$ cat config.mk
export PLATFORM = sky130hd
export DESIGN_NAME = amp_pulse_mode_controller_unit_flat
export DESIGN_NICKNAME = d
export VERILOG_FILES = /design/src/design/apmc_pkg.sv /design/src/design/apmc_in_if.sv /design/src/design/apmc_out_if.sv /design/src/design/amp_pulse_mode_controller_unit.sv /design/src/design/apmc_seq.sv /design/src/design/apmc_res_buf.sv /design/src/flat_wrapper.sv
export SDC_FILE = /design/constraint.sdc
export NUM_CORES = 1
export LEC_CHECK = 0
export BUFFER_PORTS_ARGS = -buffer_cell sky130_fd_sc_hd__clkbuf_2
export CELL_PAD_IN_SITES_DETAIL_PLACEMENT = 1
export CELL_PAD_IN_SITES_GLOBAL_PLACEMENT = 1
export CORE_MARGIN = 3
export CORE_UTILIZATION = 46
export CTS_BUF_LIST = sky130_fd_sc_hd__clkbuf_8 sky130_fd_sc_hd__clkbuf_16
export CTS_CLUSTER_DIAMETER = 50
export DETAILED_ROUTE_END_ITERATION = 16
export PLACE_DENSITY_LB_ADDON = 0.3
export SLEW_MARGIN = 10
export SYNTH_ARGS = -nofsm -noshare
export SYNTH_HDL_FRONTEND = slang
export SYNTH_SLANG_ARGS = --single-unit
$ cat constraint.sdc
create_clock -name clk -period 4.9 [get_ports clk]
set_input_delay 0.49 -clock clk [delete_from_list [all_inputs] [get_ports clk]]
set_output_delay 0.49 -clock clk [all_outputs]
set_load 0.05 [all_outputs]
$ cat src/design/apmc_pkg.sv
// Package for the amplifier pulse-mode controller.
// Holds the constants, codes and structs that the sequencer, result buffer and top level share.
`timescale 1ns / 1ps
`default_nettype none
package apmc_pkg;

  localparam int NUM_CHANNELS = 4;
  localparam int NUM_CH_EFF   = (NUM_CHANNELS < 4) ? NUM_CHANNELS : 4;

  localparam logic       OP_TICK = 1'b0;
  localparam logic       OP_REQ  = 1'b1;

  localparam logic [1:0] STAT_OK        = 2'd0;
  localparam logic [1:0] STAT_DISABLED  = 2'd1;
  localparam logic [1:0] STAT_BUSY      = 2'd2;
  localparam logic [1:0] STAT_UNCHANGED = 2'd3;

  localparam logic [2:0] PH_IDLE     = 3'd0;
  localparam logic [2:0] PH_SHUT_OFF = 3'd1;
  localparam logic [2:0] PH_SHUT_ON  = 3'd2;
  localparam logic [2:0] PH_START    = 3'd3;
  localparam logic [2:0] PH_GAP      = 3'd4;
  localparam logic [2:0] PH_PHI      = 3'd5;
  localparam logic [2:0] PH_PLO      = 3'd6;
  localparam logic [2:0] PH_WORK     = 3'd7;

  localparam logic [1:0] REG_AMP_TYPE      = 2'd0;
  localparam logic [1:0] REG_MODE_OVERRIDE = 2'd1;
  localparam logic [1:0] REG_DISABLED_CH   = 2'd2;
  localparam logic [1:0] REG_CHANNEL_MODES = 2'd3;

  localparam logic [9:0] T_START       = 10'd300;
  localparam logic [9:0] T_WORK        = 10'd300;
  localparam logic [9:0] T_PULSE_START = 10'd20;
  localparam logic [9:0] T_PULSE_OTHER = 10'd5;
  localparam logic [9:0] T_PWD_START   = 10'd260;
  localparam logic [9:0] T_PWD_OTHER   = 10'd1000;
  localparam logic [3:0] MODE_MAX      = 4'd10;

  typedef struct packed {
    logic              use_second_amp_type;
    logic [3:0]        mode_override;
    logic signed [2:0] disabled_channel;
    logic [15:0]       channel_modes;
  } cfg_t;

  typedef struct packed {
    logic       opcode;
    logic [1:0] channel;
    logic       turn_on;
  } in_item_t;

  typedef struct packed {
    logic [3:0] pin_levels;
    logic       busy_res;
    logic [1:0] status;
    logic [3:0] amp_on_flags;
  } res_t;

endpackage
`default_nettype wire

$ cat src/design/apmc_in_if.sv
// Input channel interface of the pulse-mode controller: valid, ready and the request item.
// Standalone; the payload widths follow the item fields.
`timescale 1ns / 1ps
`default_nettype none
interface apmc_in_if;
  logic       valid;
  logic       ready;
  logic       opcode;
  logic [1:0] channel;
  logic       turn_on;

  modport source (output valid, output opcode, output channel, output turn_on, input ready);
  modport sink (input valid, input opcode, input channel, input turn_on, output ready);
endinterface
`default_nettype wire

$ cat src/design/apmc_out_if.sv
// Result channel interface of the pulse-mode controller: valid, ready and the result item.
// Standalone; the payload widths follow the result fields.
`timescale 1ns / 1ps
`default_nettype none
interface apmc_out_if;
  logic       valid;
  logic       ready;
  logic [3:0] pin_levels;
  logic       busy_res;
  logic [1:0] status;
  logic [3:0] amp_on_flags;

  modport source (output valid, output pin_levels, output busy_res, output status,
                  output amp_on_flags, input ready);
  modport sink (input valid, input pin_levels, input busy_res, input status,
                input amp_on_flags, output ready);
endinterface
`default_nettype wire

$ cat src/design/amp_pulse_mode_controller_unit.sv
// Top level of the amplifier pulse-mode controller: input register, configuration registers,
// sequencer and result buffer. Uses apmc_pkg, apmc_in_if, apmc_out_if, apmc_seq and apmc_res_buf.
//
// The block takes one item per clock cycle while the result buffer has space. An accepted tick
// or request is held in the input register, is applied to the channel state by the sequencer,
// and its result is written into a two-entry buffer, from which it can then be taken. An item
// waits in the input register while the buffer is full; the buffer lets input continue while
// up to two results wait at the output. Every item gives exactly one result.
// Configuration registers may be written only while no item is in
// flight; a sequence that is running picks up the new values at its next step.
`timescale 1ns / 1ps
`default_nettype none
module amp_pulse_mode_controller_unit (
  input  wire logic        clk,
  input  wire logic        rst_n,
  apmc_in_if.sink          in_ch,
  apmc_out_if.source       out_ch,
  input  wire logic        cfg_we,
  input  wire logic [1:0]  cfg_index,
  input  wire logic [15:0] cfg_wdata
);
  import apmc_pkg::*;

  cfg_t     cfg_r;
  logic     s0_valid_r;
  in_item_t s0_item_r;
  logic     buf_space;
  logic     fire;
  res_t     seq_res;
  res_t     out_res;
  logic     in_fire;

  assign fire        = s0_valid_r && buf_space;
  assign in_ch.ready = !s0_valid_r || fire;
  assign in_fire     = in_ch.valid && in_ch.ready;

  always_ff @(posedge clk) begin
    if (!rst_n) begin
      cfg_r.use_second_amp_type <= 1'b0;
      cfg_r.mode_override       <= '0;
      cfg_r.disabled_channel    <= -3'sd1;
      cfg_r.channel_modes       <= '0;
    end else if (cfg_we) begin
      unique case (cfg_index)
        REG_AMP_TYPE:      cfg_r.use_second_amp_type <= cfg_wdata[0];
        REG_MODE_OVERRIDE: cfg_r.mode_override       <= cfg_wdata[3:0];
        REG_DISABLED_CH:   cfg_r.disabled_channel    <= cfg_wdata[2:0];
        REG_CHANNEL_MODES: cfg_r.channel_modes       <= cfg_wdata;
        default: ;
      endcase
    end
  end

  always_ff @(posedge clk) begin
    if (!rst_n) begin
      s0_valid_r <= 1'b0;
    end else if (in_ch.ready) begin
      s0_valid_r <= in_ch.valid;
    end
  end

  always_ff @(posedge clk) begin
    if (in_fire) begin
      s0_item_r.opcode  <= in_ch.opcode;
      s0_item_r.channel <= in_ch.channel;
      s0_item_r.turn_on <= in_ch.turn_on;
    end
  end

  apmc_seq u_seq (
    .clk   (clk),
    .rst_n (rst_n),
    .fire  (fire),
    .item  (s0_item_r),
    .cfg   (cfg_r),
    .res   (seq_res)
  );

  apmc_res_buf u_res_buf (
    .clk       (clk),
    .rst_n     (rst_n),
    .push      (fire),
    .push_data (seq_res),
    .space     (buf_space),
    .out_valid (out_ch.valid),
    .out_ready (out_ch.ready),
    .out_data  (out_res)
  );

  assign out_ch.pin_levels   = out_res.pin_levels;
  assign out_ch.busy_res     = out_res.busy_res;
  assign out_ch.status       = out_res.status;
  assign out_ch.amp_on_flags = out_res.amp_on_flags;
endmodule
`default_nettype wire

$ cat src/design/apmc_seq.sv
// Sequencer of the pulse-mode controller: channel state, pulse and delay counters.
// Uses apmc_pkg; one item is applied in the cycle that fire is high.
`timescale 1ns / 1ps
`default_nettype none
module apmc_seq (
  input  wire logic              clk,
  input  wire logic              rst_n,
  input  wire logic              fire,
  input  wire apmc_pkg::in_item_t item,
  input  wire apmc_pkg::cfg_t     cfg,
  output apmc_pkg::res_t          res
);
  import apmc_pkg::*;

  logic [3:0] pin_r, pin_nxt;
  logic [3:0] amp_on_r, amp_on_nxt;
  logic [3:0] last_mode_r, last_mode_nxt;
  logic [1:0] last_ch_r, last_ch_nxt;
  logic [2:0] phase_r, phase_nxt;
  logic [3:0] pulses_r, pulses_nxt;
  logic [9:0] delay_r, delay_nxt;
  logic [1:0] act_ch_r, act_ch_nxt;
  logic [1:0] status;

  always_comb begin
    logic [3:0] mode;
    logic [9:0] delay_dec;
    logic [9:0] pulse_time;
    logic [9:0] pwd_time;
    logic       do_begin;
    pin_nxt       = pin_r;
    amp_on_nxt    = amp_on_r;
    last_mode_nxt = last_mode_r;
    last_ch_nxt   = last_ch_r;
    phase_nxt     = phase_r;
    pulses_nxt    = pulses_r;
    delay_nxt     = delay_r;
    act_ch_nxt    = act_ch_r;
    status        = STAT_OK;
    mode          = '0;
    delay_dec     = '0;
    do_begin      = 1'b0;
    pulse_time    = cfg.use_second_amp_type ? T_PULSE_START : T_PULSE_OTHER;
    pwd_time      = cfg.use_second_amp_type ? T_PWD_START : T_PWD_OTHER;
    if (fire) begin
      if (item.opcode == OP_REQ) begin
        if (!cfg.disabled_channel[2] && (cfg.disabled_channel[1:0] == item.channel)) begin
          status = STAT_DISABLED;
        end else if ({1'b0, item.channel} >= 3'(NUM_CH_EFF)) begin
          status = STAT_DISABLED;
        end else if (phase_r != PH_IDLE) begin
          status = STAT_BUSY;
        end else begin
          amp_on_nxt[item.channel] = item.turn_on;
          if (!item.turn_on) begin
            act_ch_nxt            = item.channel;
            last_mode_nxt         = 4'd1;
            last_ch_nxt           = 2'd0;
            pin_nxt[item.channel] = 1'b0;
            delay_nxt             = pwd_time;
            phase_nxt             = PH_SHUT_OFF;
          end else begin
            mode = cfg.channel_modes[{item.channel, 2'b00} +: 4];
            if (mode > MODE_MAX) begin
              mode = 4'd0;
            end
            if (cfg.mode_override != 4'd0) begin
              mode = cfg.mode_override;
            end
            if ((mode == last_mode_r) && (item.channel == last_ch_r)) begin
              status = STAT_UNCHANGED;
            end else begin
              act_ch_nxt            = item.channel;
              pin_nxt[item.channel] = 1'b0;
              delay_nxt             = pwd_time;
              last_mode_nxt         = mode;
              last_ch_nxt           = item.channel;
              pulses_nxt            = (mode >= 4'd2) ? (mode - 4'd1) : 4'd0;
              phase_nxt             = PH_SHUT_ON;
            end
          end
        end
      end else if (phase_r != PH_IDLE) begin
        delay_dec = (delay_r == 10'd0) ? 10'd0 : (delay_r - 10'd1);
        delay_nxt = delay_dec;
        if (delay_dec == 10'd0) begin
          unique case (phase_r)
            PH_SHUT_ON: begin
              if (cfg.use_second_amp_type) begin
                pin_nxt[act_ch_r] = 1'b1;
                delay_nxt         = T_START;
                phase_nxt         = PH_START;
              end else begin
                do_begin = 1'b1;
              end
            end
            PH_START: begin
              pin_nxt[act_ch_r] = 1'b0;
              delay_nxt         = T_PULSE_START;
              phase_nxt         = PH_GAP;
            end
            PH_GAP: begin
              do_begin = 1'b1;
            end
            PH_PHI: begin
              pin_nxt[act_ch_r] = 1'b0;
              delay_nxt         = pulse_time;
              phase_nxt         = PH_PLO;
            end
            PH_PLO: begin
              if (pulses_r != 4'd0) begin
                pulses_nxt = pulses_r - 4'd1;
              end
              do_begin = 1'b1;
            end
            default: begin
              delay_nxt = 10'd0;
              phase_nxt = PH_IDLE;
            end
          endcase
          if (do_begin) begin
            pin_nxt[act_ch_r] = 1'b1;
            if (pulses_nxt != 4'd0) begin
              delay_nxt = pulse_time;
              phase_nxt = PH_PHI;
            end else if (cfg.use_second_amp_type) begin
              delay_nxt = T_WORK;
              phase_nxt = PH_WORK;
            end else begin
              delay_nxt = 10'd0;
              phase_nxt = PH_IDLE;
            end
          end
        end
      end
    end
  end

  always_ff @(posedge clk) begin
    if (!rst_n) begin
      pin_r       <= '0;
      amp_on_r    <= '0;
      last_mode_r <= 4'd1;
      last_ch_r   <= '0;
      phase_r     <= PH_IDLE;
      pulses_r    <= '0;
      delay_r     <= '0;
      act_ch_r    <= '0;
    end else begin
      pin_r       <= pin_nxt;
      amp_on_r    <= amp_on_nxt;
      last_mode_r <= last_mode_nxt;
      last_ch_r   <= last_ch_nxt;
      phase_r     <= phase_nxt;
      pulses_r    <= pulses_nxt;
      delay_r     <= delay_nxt;
      act_ch_r    <= act_ch_nxt;
    end
  end

  assign res.pin_levels   = pin_nxt;
  assign res.busy_res     = (phase_nxt != PH_IDLE);
  assign res.status       = status;
  assign res.amp_on_flags = amp_on_nxt;

`ifndef SYNTHESIS
  // A running sequence always has time left on its delay, and an idle one none.
  a_busy_has_delay: assert property (@(posedge clk) disable iff (!rst_n)
    (phase_r != PH_IDLE) |-> (delay_r != 10'd0))
    else $error("sequence running with an empty delay");
  a_idle_no_delay: assert property (@(posedge clk) disable iff (!rst_n)
    (phase_r == PH_IDLE) |-> (delay_r == 10'd0))
    else $error("idle with a pending delay");
  a_busy_reject: assert property (@(posedge clk) disable iff (!rst_n)
    (fire && (status == STAT_BUSY)) |-> (phase_r != PH_IDLE))
    else $error("request rejected while idle");
  a_idle_tick_quiet: assert property (@(posedge clk) disable iff (!rst_n)
    (fire && (item.opcode == OP_TICK) && (phase_r == PH_IDLE)) |=>
      ($stable(pin_r) && (phase_r == PH_IDLE)))
    else $error("tick while idle changed the pins");
`endif
endmodule
`default_nettype wire

$ cat src/design/apmc_res_buf.sv
// Two-entry result buffer of the pulse-mode controller, between the sequencer and the result channel.
// Uses apmc_pkg for the result struct.
`timescale 1ns / 1ps
`default_nettype none
module apmc_res_buf (
  input  wire logic          clk,
  input  wire logic          rst_n,
  input  wire logic          push,
  input  wire apmc_pkg::res_t push_data,
  output logic               space,
  output logic               out_valid,
  input  wire logic          out_ready,
  output apmc_pkg::res_t      out_data
);
  import apmc_pkg::*;

  logic [1:0] count_r, count_nxt;
  res_t       head_r;
  res_t       tail_r;
  logic       pop;

  assign space     = (count_r != 2'd2);
  assign out_valid = (count_r != 2'd0);
  assign out_data  = head_r;
  assign pop       = out_valid && out_ready;

  always_comb begin
    count_nxt = count_r;
    if (push && !pop) begin
      count_nxt = count_r + 2'd1;
    end else if (pop && !push) begin
      count_nxt = count_r - 2'd1;
    end
  end

  always_ff @(posedge clk) begin
    if (!rst_n) begin
      count_r <= '0;
    end else begin
      count_r <= count_nxt;
    end
  end

  always_ff @(posedge clk) begin
    if (pop) begin
      if (push && (count_r == 2'd1)) begin
        head_r <= push_data;
      end else begin
        head_r <= tail_r;
        if (push) begin
          tail_r <= push_data;
        end
      end
    end else if (push) begin
      if (count_r == 2'd0) begin
        head_r <= push_data;
      end else begin
        tail_r <= push_data;
      end
    end
  end
endmodule
`default_nettype wire

$ cat src/flat_wrapper.sv
// flat-port wrapper written by rule: the top's interface ports become plain ports
module amp_pulse_mode_controller_unit_flat import apmc_pkg::*;
  (clk, rst_n, cfg_we, cfg_index, cfg_wdata, in_ch_valid, in_ch_opcode, in_ch_channel, in_ch_turn_on, in_ch_ready, out_ch_valid, out_ch_pin_levels, out_ch_busy_res, out_ch_status, out_ch_amp_on_flags, out_ch_ready);
  apmc_in_if in_ch_i ();
  apmc_out_if out_ch_i ();
  input  wire logic clk;
  input  wire logic rst_n;
  input  wire logic cfg_we;
  input  wire logic [1:0] cfg_index;
  input  wire logic [15:0] cfg_wdata;
  input wire logic [$bits(in_ch_i.valid)-1:0] in_ch_valid;
  input wire logic [$bits(in_ch_i.opcode)-1:0] in_ch_opcode;
  input wire logic [$bits(in_ch_i.channel)-1:0] in_ch_channel;
  input wire logic [$bits(in_ch_i.turn_on)-1:0] in_ch_turn_on;
  output wire logic [$bits(in_ch_i.ready)-1:0] in_ch_ready;
  output wire logic [$bits(out_ch_i.valid)-1:0] out_ch_valid;
  output wire logic [$bits(out_ch_i.pin_levels)-1:0] out_ch_pin_levels;
  output wire logic [$bits(out_ch_i.busy_res)-1:0] out_ch_busy_res;
  output wire logic [$bits(out_ch_i.status)-1:0] out_ch_status;
  output wire logic [$bits(out_ch_i.amp_on_flags)-1:0] out_ch_amp_on_flags;
  input wire logic [$bits(out_ch_i.ready)-1:0] out_ch_ready;
  assign in_ch_i.valid = in_ch_valid;
  assign in_ch_i.opcode = in_ch_opcode;
  assign in_ch_i.channel = in_ch_channel;
  assign in_ch_i.turn_on = in_ch_turn_on;
  assign in_ch_ready = in_ch_i.ready;
  assign out_ch_valid = out_ch_i.valid;
  assign out_ch_pin_levels = out_ch_i.pin_levels;
  assign out_ch_busy_res = out_ch_i.busy_res;
  assign out_ch_status = out_ch_i.status;
  assign out_ch_amp_on_flags = out_ch_i.amp_on_flags;
  assign out_ch_i.ready = out_ch_ready;
  amp_pulse_mode_controller_unit u_core (.clk(clk), .rst_n(rst_n), .in_ch(in_ch_i), .out_ch(out_ch_i), .cfg_we(cfg_we), .cfg_index(cfg_index), .cfg_wdata(cfg_wdata));
endmodule
==> flow_summary.ini <==
[logic_synthesis]
synth_top_area_share_pct = 24.8
syn-instance-count = 533
syn_nets = 571
syn_area_per_cell_um2 = 9.07
async_flop_share_pct = 0
ys_ff_latch = 86
synth_most_common_cell = nand2_1
synth-edff-count = 26
synth_warnings = 0
synth.top_cells.by_count = nand2_1 (62), dfxtp_1 (60), nor2_1 (60), a21oi_1 (37), edfxtp_1 (26)
synth_area_leaders = dfxtp_1 (25%), edfxtp_1 (16%), nand2_1 (4.8%)
yosysSeqAreaShare_pct = 41.0
ys_types = 78
netlist_area_um2 = 4840
synth_top_area_cell = dfxtp_1
ys.flop_type = dfxtp_1

[placement]
dpl_cell_area_um2 = 5120
io_buffer_count = 39
place.gp.congestion = 0.890
place_ws_ns = 1.28
place_hpwl_mm = 9.49
place_inst = 683

[critical_path]
crit_type = register to register
cp_num_buf_inv = 0
crit_path_top_delay_cell = a31oi_1
startpoint_type = register
cp_common_cell = o21ai_0
critPathArrivalTime_ns = 3.97
worstPathCellList = mux4_2 > o21ai_0 > mux2i_1 > a2111oi_4 > a31oi_1 > and3_1 > o21ai_0
end_kind = register
critPathMaxStageDelay_ns = 0.94
required_ns = 5.11
crit_family = compound AO/OA/AOI/OAI gates
worst-path-max-fanout = 21

[clock_network]
clkTransAtPathRegs_ns = 0.08
hold_buffers = 0
cts_buffers = 9
cts_buffer_depth = 2
worstSkewPairLatency_ns = 0.36
cts_tree = done
cts.sinks = 86
cts_htree_levels = 3
cts_setup_buffers = 0
cts_repair_resize_count = 0
root_buffer = clkbuf_8

[worst_hold_path]
hold_path.class = primary input to register

[layout]
multi_input_area_um2 = 2660
seqCellArea_um2 = 1980
fillers = 1179
finish.instance_area_um2 = 5320
areaGrowthSynthToFinish_pct = 10.1
n_antenna_cell = 0
drive_gt1_share_pct = 16.1
nNetsFinal = 599
layout.cells.non_filler = 699

[global_route]
grt_first_pass_wirelength_mm = 21.3
grt_max_degree = 41
overflow = 0
antenna_found_initial = 0
grt_pass1_vias = 4262
grt_usage_pct = 23.0

[routing]
routed_wl_mm = 13.0
via_count = 4202
vias_per_cell = 6.01
first_pass_iters = 5
wl_per_cell_um = 18.6
drtIter0Drc = 248
drtAntennaViolNets = 0
drcViolationCount = 0

[floorplanning]
coreArea_um2 = 10000
die_h_um = 109
initial_core_util_pct = 48.4
die_w_um = 109
rows = 36
io_pins = 40
dieArea_um2 = 11800

[power]
p_leak_nw = 2.05
vdd_drop_max_uv = 180
power_density_nw_per_um2 = 395
p_total_mw = 2.10

[timing]
setup_viol = 0
fin_skew_ns = 0.0137
period_share_pct = 76.6
slew_headroom_pct = 18.0
hold_viol = 0
finalMaxSlewViolations = 0
fmax_mhz = 266
finalCriticalPeriod_ns = 3.75
finalWorstSetupSlack_ns = 1.15
tns_ns = 0
max_slew.worst_pin.slew_ns = 1.22
rsz0062_at_grt = no

[flow_run]
cap_viol_max_count = 0

[status]
status = complete, no violations
## power by group
part           switching [mW]  internal (mW)  total, mW
combinational           0.473          0.235      0.708
sequential             0.0639          0.816      0.880
clock                   0.269          0.245      0.514
## worst paths after layout
kind / end / startpoint / slack [ns] / cells past startpoint
setup / recovery: u_core.u_seq.last_mode_r[0] / u_core.s0_item_r[1] / 1.15 / 7
hold / removal: u_core.s0_item_r[1] / in_ch_channel[0] / 0.31 / 1
setup reg to reg: u_core.u_seq.last_mode_r[0] / u_core.s0_item_r[1] / 1.15 / 7
hold reg to reg: u_core.cfg_r[8] / u_core.cfg_r[8] / 0.46 / 2
## routing by layer
metal	wire length, um	vias up	part of all wire (%)	GRT usage, %
met4	228	0	1.8	7.66
met5	0	-	0	0
met3	463	21	3.6	4.18
met2	6680	91	51	40.6
met1	5610	2083	43	28.1
li1	-	2007	-	-
## kinds of logic (layout without fill, tap and decap cells)
logic type	after synthesis	in the layout	synth area share (%)
muxes	35	35	8.67
adders and majority gates	11	11	2.85
buffers and inverters	50	83	4.24
DFF	86	86	41.0
and+or+nand+nor	218	218	23.5
AOI/OAI and AO/OA	123	123	17.9
xor gates and xnor gates	10	10	1.81
## layout make-up
class	instances	area share, %
clock buffers	11	3.27
inverters	24	1.69
well taps	133	3.13
clock inverters	5	0.588
repair buffers	43	4.23
multi-input cells	397	49.9
flip-flops and latches	86	37.2
## layout by cell type, fill, tap and decap left out, types with 5 or more instances in the layout
master    synthesis  routed
dfxtp_1          60      60
mux2i_1          22      22
nor3_1           11      11
nor2_1           60      60
clkbuf_2          0      39
ha_1             11      11
inv_1            23      25
nand2_1          62      62
mux2_2            7       7
and4b_1           5       5
clkbuf_8          0       9
edfxtp_1         26      26
nand2b_1         10      10
xnor2_1           7       7
o21ai_0          15      15
a21oi_1          37      37
a211oi_1         11      11
nand3_1          15      15
a31oi_1          10      10
nand3b_1          5       5
## sequential cells by signal, indices dropped and copies added, names as in the netlist
register                   flops
u_core.cfg_r                  24
u_core.u_res_buf.out_data     11
u_core.u_res_buf.tail_r       11
u_core.u_seq.delay_r          10
u_core.s0_item_r               4
u_core.u_seq.amp_on_r          4
u_core.u_seq.last_mode_r       4
u_core.u_seq.pin_r             4
u_core.u_seq.pulses_r          4
u_core.u_seq.phase_r           3
u_core.u_res_buf.count_r       2
u_core.u_seq.act_ch_r          2
u_core.u_seq.last_ch_r         2
u_core.s0_valid_r              1
## metrics by stage
step / utilization, % / hold slack, ns
6_report: 53.2 / 0.308
5_1_grt: 53.2 / 0.284
4_1_cts: 53.2 / 0.287
3_5_place_dp: 51.2 / 0.450
3_3_place_gp: 51.2 / 0.447
2_1_floorplan: - / 0.433
Note: power is estimated with default switching activity, not from simulation.
